File: src/sv/ucs_pkg.sv
package ucs_pkg;

    // Input word: one URL byte and its end marker.
    typedef struct packed {
        logic [7:0] url_byte;
        logic       last_byte;
    } item_t;

    // Result word: one tagged byte.
    typedef struct packed {
        logic [7:0] out_byte;
        logic [2:0] segment;
        logic       run_last;
        logic       url_end;
        logic [1:0] error_code;
        logic       path_empty;
    } result_t;

    typedef enum logic [2:0] {
        PH_SCHEME,
        PH_HOST,
        PH_PORT,
        PH_PATH,
        PH_QUERY,
        PH_FRAG
    } phase_t;

    localparam logic [2:0] SEG_SCHEME     = 3'd0;
    localparam logic [2:0] SEG_SEPARATOR  = 3'd1;
    localparam logic [2:0] SEG_HOST       = 3'd2;
    localparam logic [2:0] SEG_PORT_COLON = 3'd3;
    localparam logic [2:0] SEG_PORT       = 3'd4;
    localparam logic [2:0] SEG_PATH       = 3'd5;
    localparam logic [2:0] SEG_QUERY      = 3'd6;
    localparam logic [2:0] SEG_FRAGMENT   = 3'd7;

    localparam logic [1:0] ERR_NONE      = 2'd0;
    localparam logic [1:0] ERR_NO_SEP    = 2'd1;
    localparam logic [1:0] ERR_PORT_CHAR = 2'd2;

    localparam logic [7:0] CH_COLON = 8'h3A;
    localparam logic [7:0] CH_SLASH = 8'h2F;
    localparam logic [7:0] CH_HASH  = 8'h23;
    localparam logic [7:0] CH_QMARK = 8'h3F;
    localparam logic [7:0] CH_ZERO  = 8'h30;
    localparam logic [7:0] CH_NINE  = 8'h39;

    // Result queue geometry.
    localparam int MAX_RES   = 3;
    localparam int RES_DEPTH = 4;
    localparam int RES_AW    = $clog2(RES_DEPTH);
    localparam int RES_CW    = $clog2(RES_DEPTH + 1);
    localparam int RES_NW    = $clog2(MAX_RES + 1);

endpackage

File: src/sv/url_component_splitter.sv
// The results of an accepted byte are written to the result queue behind any words already there.
// A ':' or the '/' after it is held and released with the byte that decides it.
// Throughput: one byte per cycle; the result channel moves one word per cycle while result_ready
// is high, and the input takes a byte whenever the four-entry result queue holds at most one word.
// Reset (rst_n low, asynchronous) returns to the scheme phase, empties the queue and
// clears fragment_in_path.
module url_component_splitter (
    input  logic              clk,
    input  logic              rst_n,
    input  logic              cfg_valid,
    output logic              cfg_ready,
    input  logic              cfg_data,
    input  logic              item_valid,
    output logic              item_ready,
    input  ucs_pkg::item_t    item,
    output logic              result_valid,
    input  logic              result_ready,
    output ucs_pkg::result_t  result
);
    import ucs_pkg::*;

    logic                fip_reg;
    phase_t              phase_reg, phase_next;
    logic [1:0]          held_reg, held_next;
    logic                path_seen_reg, path_seen_next;
    logic                swallow_reg, swallow_next;

    result_t             mem_reg [RES_DEPTH];
    logic [RES_AW-1:0]   wr_ptr_reg, rd_ptr_reg;
    logic [RES_CW-1:0]   count_reg, count_next;

    result_t             res [MAX_RES];
    logic [RES_NW-1:0]   n;
    logic [1:0]          err;
    logic                accept, pop;
    logic [7:0]          b;
    logic                last;

    assign cfg_ready    = 1'b1;
    assign item_ready   = count_reg <= RES_CW'(RES_DEPTH - MAX_RES);
    assign accept       = item_valid && item_ready;
    assign result_valid = count_reg != '0;
    assign pop          = result_valid && result_ready;
    assign result       = mem_reg[rd_ptr_reg];
    assign b            = item.url_byte;
    assign last         = item.last_byte;

    always_comb
    begin
        phase_next     = phase_reg;
        held_next      = held_reg;
        path_seen_next = path_seen_reg;
        swallow_next   = swallow_reg;
        err            = ERR_NONE;
        n              = '0;
        for (int i = 0; i < MAX_RES; i++)
        begin
            res[i] = '0;
        end

        if (swallow_reg)
        begin
            if (last)
            begin
                res[n].out_byte = b; res[n].segment = SEG_PORT;
                res[n].error_code = ERR_PORT_CHAR; n = n + 1'b1;
                err = ERR_PORT_CHAR;
            end
        end
        else
        begin
            case (phase_reg)
                PH_SCHEME:
                begin
                    case (held_reg)
                        2'd0:
                        begin
                            if (b == CH_COLON && !last)
                            begin
                                held_next = 2'd1;
                            end
                            else
                            begin
                                res[n].out_byte = b; res[n].segment = SEG_SCHEME; n = n + 1'b1;
                            end
                        end
                        2'd1:
                        begin
                            if (b == CH_SLASH && !last)
                            begin
                                held_next = 2'd2;
                            end
                            else
                            begin
                                res[n].out_byte = CH_COLON; res[n].segment = SEG_SCHEME;
                                n = n + 1'b1;
                                res[n].out_byte = b; res[n].segment = SEG_SCHEME; n = n + 1'b1;
                                held_next = 2'd0;
                            end
                        end
                        default:
                        begin
                            held_next = 2'd0;
                            if (b == CH_SLASH)
                            begin
                                res[n].out_byte = CH_COLON; res[n].segment = SEG_SEPARATOR;
                                n = n + 1'b1;
                                res[n].out_byte = CH_SLASH; res[n].segment = SEG_SEPARATOR;
                                n = n + 1'b1;
                                res[n].out_byte = b; res[n].segment = SEG_SEPARATOR;
                                n = n + 1'b1;
                                phase_next = PH_HOST;
                            end
                            else
                            begin
                                res[n].out_byte = CH_COLON; res[n].segment = SEG_SCHEME;
                                n = n + 1'b1;
                                res[n].out_byte = CH_SLASH; res[n].segment = SEG_SCHEME;
                                n = n + 1'b1;
                                if (b == CH_COLON && !last)
                                begin
                                    held_next = 2'd1;
                                end
                                else
                                begin
                                    res[n].out_byte = b; res[n].segment = SEG_SCHEME;
                                    n = n + 1'b1;
                                end
                            end
                        end
                    endcase
                    if (last && phase_next == PH_SCHEME)
                    begin
                        err = ERR_NO_SEP;
                    end
                end
                PH_HOST, PH_PORT, PH_PATH:
                begin
                    if (phase_reg == PH_HOST && b == CH_COLON)
                    begin
                        phase_next = PH_PORT;
                        res[n].out_byte = b; res[n].segment = SEG_PORT_COLON; n = n + 1'b1;
                    end
                    else if (phase_reg == PH_PATH || b == CH_SLASH || b == CH_HASH)
                    begin
                        // Byte handled as a path byte: '?' and an unmasked '#' leave the path.
                        res[n].out_byte = b;
                        if (b == CH_QMARK)
                        begin
                            phase_next = PH_QUERY;
                            res[n].segment = SEG_QUERY;
                        end
                        else if (b == CH_HASH && !fip_reg)
                        begin
                            phase_next = PH_FRAG;
                            res[n].segment = SEG_FRAGMENT;
                        end
                        else
                        begin
                            phase_next = PH_PATH;
                            path_seen_next = 1'b1;
                            res[n].segment = SEG_PATH;
                        end
                        n = n + 1'b1;
                    end
                    else if (phase_reg == PH_HOST)
                    begin
                        res[n].out_byte = b; res[n].segment = SEG_HOST; n = n + 1'b1;
                    end
                    else if (b >= CH_ZERO && b <= CH_NINE)
                    begin
                        res[n].out_byte = b; res[n].segment = SEG_PORT; n = n + 1'b1;
                    end
                    else
                    begin
                        res[n].out_byte = b; res[n].segment = SEG_PORT;
                        res[n].error_code = ERR_PORT_CHAR; n = n + 1'b1;
                        swallow_next = 1'b1;
                        err = ERR_PORT_CHAR;
                    end
                end
                PH_QUERY:
                begin
                    res[n].out_byte = b;
                    if (b == CH_HASH)
                    begin
                        phase_next = PH_FRAG;
                        res[n].segment = SEG_FRAGMENT;
                    end
                    else
                    begin
                        res[n].segment = SEG_QUERY;
                    end
                    n = n + 1'b1;
                end
                default:
                begin
                    res[n].out_byte = b; res[n].segment = SEG_FRAGMENT; n = n + 1'b1;
                end
            endcase
        end

        // Mark the closing word of this byte and, on the final byte, of the URL.
        for (int i = 0; i < MAX_RES; i++)
        begin
            if (RES_NW'(i + 1) == n)
            begin
                res[i].run_last = 1'b1;
                if (last)
                begin
                    res[i].url_end    = 1'b1;
                    res[i].error_code = err;
                    res[i].path_empty = (err == ERR_NONE) && !path_seen_next;
                end
            end
        end

        if (last)
        begin
            phase_next     = PH_SCHEME;
            held_next      = 2'd0;
            path_seen_next = 1'b0;
            swallow_next   = 1'b0;
        end
    end

    always_comb
    begin
        count_next = count_reg;
        if (accept)
        begin
            count_next = count_next + RES_CW'(n);
        end
        if (pop)
        begin
            count_next = count_next - 1'b1;
        end
    end

    always_ff @(posedge clk or negedge rst_n)
    begin
        if (!rst_n)
        begin
            fip_reg       <= 1'b0;
            phase_reg     <= PH_SCHEME;
            held_reg      <= 2'd0;
            path_seen_reg <= 1'b0;
            swallow_reg   <= 1'b0;
            wr_ptr_reg    <= '0;
            rd_ptr_reg    <= '0;
            count_reg     <= '0;
        end
        else
        begin
            if (cfg_valid && cfg_ready)
            begin
                fip_reg <= cfg_data;
            end
            if (accept)
            begin
                phase_reg     <= phase_next;
                held_reg      <= held_next;
                path_seen_reg <= path_seen_next;
                swallow_reg   <= swallow_next;
                wr_ptr_reg    <= wr_ptr_reg + RES_AW'(n);
            end
            if (pop)
            begin
                rd_ptr_reg <= rd_ptr_reg + 1'b1;
            end
            count_reg <= count_next;
        end
    end

    always_ff @(posedge clk)
    begin
        for (int i = 0; i < MAX_RES; i++)
        begin
            if (accept && RES_NW'(i) < n)
            begin
                mem_reg[wr_ptr_reg + RES_AW'(i)] <= res[i];
            end
        end
    end

endmodule

File: config.mk
export PLATFORM = sky130hd
export DESIGN_NAME = url_component_splitter
export DESIGN_NICKNAME = d
export VERILOG_FILES = /design/src/sv/ucs_pkg.sv /design/src/sv/url_component_splitter.sv
export SDC_FILE = /design/constraint.sdc
export NUM_CORES = 1
export LEC_CHECK = 0
export BUFFER_PORTS_ARGS = -buffer_cell sky130_fd_sc_hd__buf_2
export CAP_MARGIN = 20
export CELL_PAD_IN_SITES_DETAIL_PLACEMENT = 1
export CELL_PAD_IN_SITES_GLOBAL_PLACEMENT = 2
export CORE_AREA = 5 5 83 161
export DETAILED_ROUTE_END_ITERATION = 10
export DIE_AREA = 0 0 88 166
export PLACE_DENSITY_LB_ADDON = 0.1
export SYNTH_ARGS = -nofsm -noshare
export SYNTH_HDL_FRONTEND = slang
export SYNTH_SLANG_ARGS = --single-unit
File: constraint.sdc
create_clock -name clk -period 7.7 [get_ports clk]
set_clock_uncertainty 0.2 [all_clocks]
set_input_delay 1.54 -clock clk [delete_from_list [all_inputs] [get_ports clk]]
set_output_delay 1.54 -clock clk [all_outputs]
set_load 0.02 [all_outputs]
* After elaboration in Yosys (flattened, before gate mapping)
Memory sizes are Yosys's and may differ from the RTL's.
Cells that the tools add are included.
** Storage, ports and cells
- Bits in registers :: 15
- Bits in latches :: 0
- Bits in writable memories :: 64
- ROM bits :: 0
- Bits of input ports :: 15
- Output and inout port bits :: 19
- Word-level logic and storage cells :: 152
- Memories :: 1
** Cells by class
- $add $sub $neg :: 6
- Multipliers :: 0
- Div/mod/pow operators :: 0
- Order comparisons :: 6
- Eq/ne operators :: 16
- Shifts and indexed selects :: 0
- Muxes and demuxes :: 87
- Bitwise operators :: 0
- Reduce and logical (&&, ||, !) cells :: 28
** Memories
- mem_reg :: words 4, width 16, read ports 1, clocked after Yosys merged registers in 0, wr ports 3, line url_component_splitter.sv:28 : result_t mem_reg [RES_DEPTH];
** Operators with widths (number)
- 2-to-1 mux 11 bit :: 10
- 2-to-1 mux 3 bit :: 16
- case mux 11 bit (2 select lines) :: 2
- 2-to-1 mux 2 bit :: 18
- case mux 11 bit (3 select lines) :: 1
- == test 8 x 6 -> 1 bit, second input constant :: 4
- 2-to-1 mux 1 bit :: 30
- 2-to-1 mux 5 bit :: 3
- logical AND 1 bit :: 12
- case mux 2 bit (2 select lines) :: 3
- 2-to-1 mux 9 bit :: 1
- case mux 3 bit (3 select lines) :: 1
- >= comparator 8 x 6 -> 1 bit, second input constant :: 1
- less-or-equal comparator 8 x 6 -> 1 bit, second input constant :: 1
- 2-to-1 mux 4 bit :: 2
- == test 3 x 2 -> 1 bit, second input constant :: 2
- zero test 3 bit :: 2
- inequality test 3 bit, second input constant :: 2
- AND reduction 5 bit :: 1
- adder 2 x 1 -> 2 bit, second input constant :: 2
- == test 2 bit, first input constant :: 2
- zero test 2 bit :: 2
- < comparator 1 x 2 -> 1 bit, first input constant :: 2
- inequality test 4 bit, second input constant :: 1
- 19 further kinds :: 22

* Logic depth before layout (Yosys ltp)
Gate-level depths: netlist of run 1.
- Depth after elaboration :: 14
- Mapped depth :: 15
- Depth with buffers taken out :: 12

* Worst setup path before layout of run 1
OpenSTA, ideal clock, no wires.
- Path kind :: input -> register
- From :: input port item[5] (netlist bit)
- To :: register count_reg[1]
- Library setup time :: 0.077 ns
- Arrival time :: 4.222 ns
- Data required time :: 7.423 ns
- Setup slack :: 3.201 ns
- Stages :: 14
- Path buffers :: 3
- Path through :: clkbuf_1 nand4bb_1 clkbuf_1 or4_4 nand2_2 inv_1 buf_6 ha_1 inv_1 fa_1 nor3b_1 nor2_1 ha_1 a21oi_1
** On the way
- Longest elaborated chain between the ends :: 11
- Elaborated cells on any way between the ends :: 15
- Those cells by class :: add/sub (2); eq/ne (2); mux (9); reduce/logical (2)
** Ends and longest elaborated chain
- start, declared :: line url_component_splitter.sv:15 : input ucs_pkg::item_t item,
- == test 8 x 6 -> 1 bit :: line url_component_splitter.sv:78, url_component_splitter.sv:120, url_component_splitter.sv:139
- logical AND 1 bit :: line url_component_splitter.sv:78, url_component_splitter.sv:120
- 2-to-1 mux 1 bit :: line url_component_splitter.sv:78, url_component_splitter.sv:120
- 2-to-1 mux 1 bit :: line url_component_splitter.sv:104 : if (b == CH_SLASH)
- case mux 2 bit (2 select lines) * :: line url_component_splitter.sv:75 : case (held_reg)
- 2-to-1 mux 2 bit *
- 2-to-1 mux 2 bit * :: line url_component_splitter.sv:61 : if (swallow_reg)
- adder 3 x 2 -> 3 bit * :: line url_component_splitter.sv:232 : count_next = count_next + RES_CW'(n);
- 2-to-1 mux 3 bit * :: line url_component_splitter.sv:230 : if (accept)
- subtractor 3 x 1 -> 3 bit :: line url_component_splitter.sv:236 : count_next = count_next - 1'b1;
- 2-to-1 mux 3 bit * :: line url_component_splitter.sv:234 : if (pop)
- via count_next[1] :: line url_component_splitter.sv:30 : logic [RES_CW-1:0] count_reg, count_next;
- end signal, assigned :: line url_component_splitter.sv:271 : count_reg <= count_next;
- end, declared :: line url_component_splitter.sv:30
The timed path passes the listed nets; every way through them passes the cells marked *.
A chain may end at the register's enable or synchronous reset.

* Worst setup path after layout of run 1
- From :: input port item[7] (netlist bit)
- To :: register count_reg[1]
The elaborated chain is that of the path after synthesis.

==> results of run 1 <==
==> through the flow <==
stage | hold WS [ns] | setup slack (ns) | utilization
2_1_floorplan | 0.261 | 3.20 | -
3_3_place_gp | 0.283 | 2.51 | 0.431
3_5_place_dp | 0.296 | 2.40 | 0.432
4_1_cts | 0.311 | 2.76 | 0.455
5_1_grt | 0.338 | 2.48 | 0.458
6_report | 0.308 | 2.74 | 0.458
==> per-layer routing <==
metal | share of wire | vias to the layer above | track usage
met5 | 0 | - | 0
li1 | - | 1936 | -
met2 | 0.57 | 123 | 0.442
met4 | 0.042 | 0 | 0.108
met3 | 0.030 | 38 | 0.0268
met1 | 0.36 | 2134 | 0.263
==> worst paths after layout <==
path / slack, ns / cells after the start / startpoint / endpoint
worst max-delay path: 2.74 / 12 / item[7] / count_reg[1]
worst min register to register: 0.31 / 2 / mem_reg[3][7] / mem_reg[3][7]
worst min-delay path: 0.31 / 2 / mem_reg[3][7] / mem_reg[3][7]
max in group asynchronous: 6.10 / 1 / rst_n / phase_reg[2]
worst max register to register: 3.22 / 11 / swallow_reg / count_reg[1]
min in group asynchronous: 0.92 / 1 / rst_n / count_reg[0]
==> Yosys cell counts (4+ instances only) <==
cell,number
clkbuf_1,27
a21oi_1,33
o22ai_1,7
and3_1,7
nand3_1,17
o211ai_1,7
nand4_1,11
mux2i_1,11
inv_1,13
edfxtp_1,56
dfxtp_1,8
o21ai_0,31
nand2_2,4
o32ai_1,6
a32oi_1,9
o221ai_1,11
buf_2,7
mux4_2,16
nor2_1,21
a31oi_1,16
a32o_1,4
nor3_1,30
dfrtp_1,15
and2_1,8
nand2_1,34
nor2b_1,5
==> kinds of logic (layout without fill, tap and decap cells) <==
group | count (synthesis) | in the layout | share of synthesized area
AND/OR/NAND/NOR | 167 | 167 | 0.188
XOR/XNOR | 6 | 6 | 0.0105
multiplexers | 29 | 29 | 0.0987
buffers and inverters | 55 | 67 | 0.0479
flip-flops | 79 | 79 | 0.444
other | 1 | 1 | 0.000751
AO/OA/AOI/OAI | 146 | 146 | 0.199
adder cells (fa/ha/maj) | 4 | 4 | 0.0115
==> where the power goes <==
part	switching [mW]	internal (mW)	total (mW)	leakage, nW
Clock	0.190	0.225	0.415	0.135
Combinational	0.432	0.235	0.667	0.991
Sequential	0.0754	0.512	0.588	0.778
==> critical path, stage by stage <==
cell and delay [ns]:
buf_2 0.16, nand4bb_1 0.43, or4_4 0.64, nand2_2 0.33, inv_1 0.39, ha_1 0.31, inv_1 0.06, fa_1 0.41
nor3b_1 0.27, nor2_1 0.07, ha_1 0.29, a21oi_1 0.12
==> layout make-up <==
| cell class | count | area share |
|---|---|---|
| Multi-Input combinational cell | 353 | 0.462 |
| Sequential cell | 79 | 0.402 |
| Timing Repair Buffer | 38 | 0.0415 |
| Clock buffer | 9 | 0.0408 |
| Tap cell | 147 | 0.0333 |
| Clock inverter | 7 | 0.0111 |
| Inverter | 13 | 0.00885 |
==> metrics.txt, run 1 <==
# TYPE chip_impl_metric gauge
chip_impl_metric{name="floorplan.initialDensity",unit=""} 0.414
chip_impl_metric{name="clock_input_transition_at_the_sequential_cells_of_the_worst_setup_and_hold_paths",unit="ns"} 0.07
chip_impl_metric{name="p_total",unit="mW"} 1.67
chip_impl_metric{name="post_cts_resized",unit=""} 0
chip_impl_metric{name="gp_congestion",unit=""} 0.896
chip_impl_metric{name="slew_viol_final",unit=""} 0
chip_impl_metric{name="data_required_critical_path",unit="ns"} 7.77
chip_impl_metric{name="height_of_the_die",unit="µm"} 166
chip_impl_info{name="type_of_element_launching_the_critical_path",value="primary input"} 1
chip_impl_metric{name="worst-endpoint-arrival",unit="ns"} 5.03
chip_impl_metric{name="vias_per_instance",unit=""} 6.55
chip_impl_metric{name="port_buffers",unit=""} 32
chip_impl_metric{name="tightestPinTransition",unit="ns"} 1.05
chip_impl_metric{name="boundaryPins",unit=""} 34
chip_impl_metric{name="grt_first_pass_wirelength",unit="mm"} 26.2
chip_impl_info{name="layout_commonest_cell",value="edfxtp_1"} 1
chip_impl_metric{name="largest_register_ff_count",unit=""} 64
chip_impl_metric{name="globalRouteTotalUtil",unit=""} 0.239
chip_impl_metric{name="cts_max_path_buffers",unit=""} 2
chip_impl_metric{name="design.final.nets",unit=""} 513
chip_impl_metric{name="vdd_ir_drop_max",unit="mV"} 0.156
chip_impl_metric{name="finalCriticalPeriod",unit="ns"} 4.96
chip_impl_metric{name="total_half_perimeter_wirelength_after_legalization_and_detailed_placement",unit="mm"} 13.2
chip_impl_info{name="synth_top_cells_by_area",value="edfxtp_1, dfrtp_1, mux4_2"} 1
chip_impl_metric{name="via_count_of_the_first_global_routing_pass",unit=""} 4460
chip_impl_metric{name="detailedRoute.firstIterationViolations",unit=""} 351
chip_impl_metric{name="critical_path_peak_fanout",unit=""} 21
chip_impl_metric{name="final_cell_count_no_fill",unit=""} 646
chip_impl_metric{name="final.setup.tns",unit="ns"} 0
chip_impl_metric{name="dpl_cell_area",unit="µm²"} 5200
chip_impl_metric{name="post_route_standard_cell_area_excluding_fillers",unit="µm²"} 5520
chip_impl_metric{name="fmaxAchievable",unit="MHz"} 202
chip_impl_metric{name="area.growth.synth_to_final",unit="%"} 10.5
chip_impl_metric{name="number_of_antenna_violations_at_the_first_check_in_global_routing",unit=""} 0
chip_impl_metric{name="grt_max_degree",unit=""} 22
chip_impl_metric{name="setup_violations",unit=""} 0
chip_impl_metric{name="netlist_instances",unit=""} 487
chip_impl_metric{name="area.sequential",unit="µm²"} 2220
chip_impl_metric{name="area_taken_by_multi_input_logic_gates",unit="µm²"} 2550
chip_impl_metric{name="synth_seq_area_share",unit=""} 0.444
chip_impl_metric{name="post-cts-setup-buffers",unit=""} 0
chip_impl_metric{name="final_antenna_net_count",unit=""} 0
chip_impl_info{name="synth-main-ff-cell",value="edfxtp_1"} 1
chip_impl_metric{name="max-slew-margin-rel",unit=""} 0.298
chip_impl_metric{name="syn-mean-instance-area",unit="µm²"} 10.3
chip_impl_metric{name="num_vias",unit=""} 4231
chip_impl_info{name="hold_path_class",value="register to register"} 1
chip_impl_info{name="crit_path_end_kind",value="register"} 1
chip_impl_metric{name="number_of_maximum_capacitance_violations",unit=""} 0
chip_impl_metric{name="clkLatencyLatePin",unit="ns"} 0.34
chip_impl_metric{name="power_density",unit="nW/µm²"} 303
chip_impl_metric{name="floorplan.die_area",unit="µm²"} 14600
chip_impl_metric{name="postSynth.asyncResetShare",unit=""} 0.190
chip_impl_info{name="setup_repair_after_global_routing_missed_its_margin",value="false"} 1
chip_impl_metric{name="hold_viol_final",unit=""} 0
chip_impl_metric{name="antenna-diode-count",unit=""} 0
chip_impl_metric{name="synth.yosys.warnings",unit=""} 0
chip_impl_metric{name="syn_area",unit="µm²"} 4990
chip_impl_info{name="worstSetupPathType",value="primary input to register"} 1
chip_impl_info{name="run_status",value="completed"} 1
chip_impl_metric{name="post-route-period-util",unit=""} 0.644
chip_impl_metric{name="dr.pass1.iters",unit=""} 5
chip_impl_metric{name="n_fill_cell",unit=""} 1334
chip_impl_info{name="layout.cells.most_common_list",value="edfxtp_1, nand2_1, a21oi_1"} 1
chip_impl_metric{name="place_inst",unit=""} 629
chip_impl_metric{name="core_area",unit="µm²"} 12100
chip_impl_metric{name="number_of_synthesized_flops_with_an_enable_pin",unit=""} 56
chip_impl_metric{name="floorplan.die.width",unit="µm"} 88
chip_impl_metric{name="grt_overflow",unit=""} 0
chip_impl_metric{name="synth.distinct_cells",unit=""} 73
chip_impl_metric{name="clkSinkCount",unit=""} 79
chip_impl_metric{name="layout-drive-gt1-share",unit=""} 0.188
chip_impl_metric{name="numCtsBuffers",unit=""} 9
chip_impl_info{name="clockRootBuffer",value="clkbuf_16"} 1
chip_impl_metric{name="cts-htree-levels",unit=""} 3
chip_impl_metric{name="routed_wirelength",unit="mm"} 16.7
chip_impl_info{name="clock_tree_from_tritoncts",value="built"} 1
chip_impl_metric{name="cellLeakagePower",unit="nW"} 1.90
chip_impl_info{name="synth_top_area_cell",value="edfxtp_1"} 1
chip_impl_metric{name="cts_hold_repair.buffers",unit=""} 0
chip_impl_metric{name="postSynthNetCount",unit=""} 506
chip_impl_metric{name="fp-row-count",unit=""} 57
chip_impl_metric{name="routed_wire_length_per_instance",unit="µm"} 25.9
chip_impl_metric{name="drc_errors",unit=""} 0
chip_impl_metric{name="synthDominantCellAreaShare",unit=""} 0.337
chip_impl_metric{name="synth.ff_latch_count",unit=""} 79
Power figures use the tool's default switching activity.
==> inputs of run 2 (changes only) <==
--- a/config.mk
+++ b/config.mk
@@ -9,9 +9,9 @@
 export CAP_MARGIN = 20
 export CELL_PAD_IN_SITES_DETAIL_PLACEMENT = 1
 export CELL_PAD_IN_SITES_GLOBAL_PLACEMENT = 2
-export CORE_AREA = 5 5 83 161
+export CORE_AREA = 5 5 90 175
 export DETAILED_ROUTE_END_ITERATION = 10
-export DIE_AREA = 0 0 88 166
+export DIE_AREA = 0 0 95 180
 export PLACE_DENSITY_LB_ADDON = 0.1
 export SYNTH_ARGS = -nofsm -noshare
 export SYNTH_HDL_FRONTEND = slang
==> constraint.sdc (replaced) <==
create_clock -name clk -period 4.4 [get_ports clk]
set_clock_uncertainty 0.2 [all_clocks]
set_input_delay 0.88 -clock clk [delete_from_list [all_inputs] [get_ports clk]]
set_output_delay 0.88 -clock clk [all_outputs]
set_load 0.02 [all_outputs]
==> run 2 against run 1 <==
  * Sequential power up 70%
  * Design area grew 4.2%
  * Setup slack worse by 2.0 ns
  * Sequential cell count is the same
  * Register-to-register slack lost 2.5 ns
==> metrics.txt, run 2 (same netlist as run 1, synthesis figures left out) <==
# TYPE chip_impl_metric gauge
chip_impl_metric{name="final_antenna_net_count",unit=""} 0
chip_impl_info{name="setup_repair_after_global_routing_missed_its_margin",value="false"} 1
chip_impl_info{name="crit_path_start",value="phase_reg[0]"} 1
chip_impl_metric{name="antenna-diode-count",unit=""} 0
chip_impl_metric{name="vias_per_instance",unit=""} 6.03
chip_impl_info{name="worstSetupPathType",value="register to register"} 1
chip_impl_info{name="crit-reg2reg-launch",value="phase_reg[0]"} 1
chip_impl_metric{name="finalCriticalPeriod",unit="ns"} 3.69
chip_impl_metric{name="clkLatencyLatePin",unit="ns"} 0.35
chip_impl_metric{name="floorplan.die.width",unit="µm"} 95
chip_impl_metric{name="total_half_perimeter_wirelength_after_legalization_and_detailed_placement",unit="mm"} 13.4
chip_impl_metric{name="largest_register_ff_count",unit=""} 64
chip_impl_metric{name="routed_wire_length_per_instance",unit="µm"} 24.7
chip_impl_info{name="timing.critical_path.to",value="count_reg[1]"} 1
chip_impl_metric{name="detailedRoute.firstIterationViolations",unit=""} 264
chip_impl_metric{name="clkSinkCount",unit=""} 79
chip_impl_metric{name="final.setup.tns",unit="ns"} 0
chip_impl_info{name="type_of_element_launching_the_critical_path",value="register"} 1
chip_impl_metric{name="fp-row-count",unit=""} 62
chip_impl_metric{name="clock_input_transition_at_the_sequential_cells_of_the_worst_setup_and_hold_paths",unit="ns"} 0.08
chip_impl_metric{name="post-cts-setup-buffers",unit=""} 0
chip_impl_metric{name="numCtsBuffers",unit=""} 9
chip_impl_metric{name="number_of_maximum_capacitance_violations",unit=""} 0
chip_impl_metric{name="number_of_antenna_violations_at_the_first_check_in_global_routing",unit=""} 0
chip_impl_metric{name="layout-drive-gt1-share",unit=""} 0.217
chip_impl_metric{name="via_count_of_the_first_global_routing_pass",unit=""} 4509
chip_impl_metric{name="n_fill_cell",unit=""} 1643
chip_impl_metric{name="floorplan.initialDensity",unit=""} 0.350
chip_impl_metric{name="p_total",unit="mW"} 3.08
chip_impl_metric{name="fmaxAchievable",unit="MHz"} 271
chip_impl_metric{name="design.final.nets",unit=""} 534
chip_impl_info{name="clockRootBuffer",value="clkbuf_16"} 1
chip_impl_metric{name="place_inst",unit=""} 696
chip_impl_info{name="crit-reg2reg-capture",value="count_reg[1]"} 1
chip_impl_metric{name="port_buffers",unit=""} 32
chip_impl_metric{name="cts_max_path_buffers",unit=""} 2
chip_impl_metric{name="num_vias",unit=""} 4294
chip_impl_metric{name="critical_path_peak_fanout",unit=""} 16
chip_impl_metric{name="boundaryPins",unit=""} 34
chip_impl_metric{name="routed_wirelength",unit="mm"} 17.6
chip_impl_metric{name="data_required_critical_path",unit="ns"} 4.48
chip_impl_info{name="layout.cells.most_common_list",value="edfxtp_1, nand2_1, a21oi_1"} 1
chip_impl_metric{name="worst-endpoint-arrival",unit="ns"} 3.77
chip_impl_metric{name="power_density",unit="nW/µm²"} 535
chip_impl_metric{name="max-slew-margin-rel",unit=""} 0.328
chip_impl_metric{name="register_to_register_path_depth",unit=""} 11
chip_impl_metric{name="grt_max_degree",unit=""} 21
chip_impl_info{name="run_status",value="completed"} 1
chip_impl_metric{name="grt_first_pass_wirelength",unit="mm"} 26.7
chip_impl_metric{name="setup_violations",unit=""} 0
chip_impl_metric{name="dr.pass1.iters",unit=""} 4
chip_impl_metric{name="gp_congestion",unit=""} 0.891
chip_impl_metric{name="cts_hold_repair.buffers",unit=""} 0
chip_impl_metric{name="vdd_ir_drop_max",unit="mV"} 0.225
chip_impl_metric{name="final_cell_count_no_fill",unit=""} 712
chip_impl_metric{name="height_of_the_die",unit="µm"} 180
chip_impl_metric{name="tightestPinTransition",unit="ns"} 1.01
chip_impl_info{name="crit_path_end_kind",value="register"} 1
chip_impl_metric{name="area.growth.synth_to_final",unit="%"} 15.1
chip_impl_metric{name="worst-r2r-setup-slack",unit="ns"} 0.71
chip_impl_metric{name="cellLeakagePower",unit="nW"} 2.02
chip_impl_metric{name="slew_viol_final",unit=""} 0
chip_impl_metric{name="globalRouteTotalUtil",unit=""} 0.211
chip_impl_info{name="layout_commonest_cell",value="edfxtp_1"} 1
chip_impl_metric{name="post-route-period-util",unit=""} 0.839
chip_impl_info{name="clock_tree_from_tritoncts",value="built"} 1
chip_impl_metric{name="post_cts_resized",unit=""} 0
chip_impl_metric{name="drc_errors",unit=""} 0
chip_impl_metric{name="grt_overflow",unit=""} 0
chip_impl_metric{name="core_area",unit="µm²"} 14300
chip_impl_info{name="hold_path_class",value="primary input to async pin"} 1
chip_impl_metric{name="floorplan.die_area",unit="µm²"} 17100
chip_impl_metric{name="whs",unit="ns"} 0.255
chip_impl_metric{name="cts-htree-levels",unit=""} 3
chip_impl_metric{name="hold_viol_final",unit=""} 0
run 2: cell type report:
cell class              count  area [µm²]  area share
repair buffers             59         363      0.0631
multi-input cells         353        2540       0.442
clock buffers               9         225      0.0392
well taps                 192         240      0.0418
clock inverters             7         110      0.0192
flip-flops and latches     79        2220       0.386
inverters                  13        48.8     0.00849
run 2: worst min path at each step:
| stage | end | slack (ns) | cells past startpoint |
|---|---|---|---|
| after floorplan | mem_reg[3][7] | 0.26 | 2 |
| after global placement | fip_reg | 0.28 | 1 |
| after detailed placement | mem_reg[3][7] | 0.29 | 2 |
| after CTS | count_reg[0] | 0.26 | 1 |
| after global routing | fip_reg | 0.27 | 1 |
| final | fip_reg | 0.26 | 1 |
run 2: layer usage:
metal	routed length (µm)	track usage	vias up
met1	6580	0.229	2142
li1	-	-	1983
met4	682	0.0914	0
met5	0	0	-
met3	554	0.0318	40
met2	9740	0.392	129
run 2: worst max-delay path, stage by stage (launching register included):
cell and delay [ns]:
dfrtp_1 0.57, or4_1 0.70, or4_4 0.63, nand2_2 0.09, inv_1 0.06, ha_1 0.17, inv_1 0.06, fa_1 0.40
nor3b_1 0.25, nor2_1 0.07, ha_1 0.29, a21oi_1 0.12
run 2: stage by stage:
step | utilization | setup slack [ns] | area [µm²]
CTS | 0.403 | 0.684 | 5750
floorplan | - | 0.561 | 4990
detailed placement | 0.379 | 0.684 | 5410
global placement | 0.379 | 0.699 | 5410
global route | 0.403 | 0.505 | 5750
finish | 0.403 | 0.709 | 5750
run 2: power breakdown:
| group | switching, mW | internal, mW |
|---|---|---|
| logic | 0.783 | 0.420 |
| clock network | 0.356 | 0.512 |
| registers | 0.110 | 0.895 |
| total | 1.25 | 1.83 |
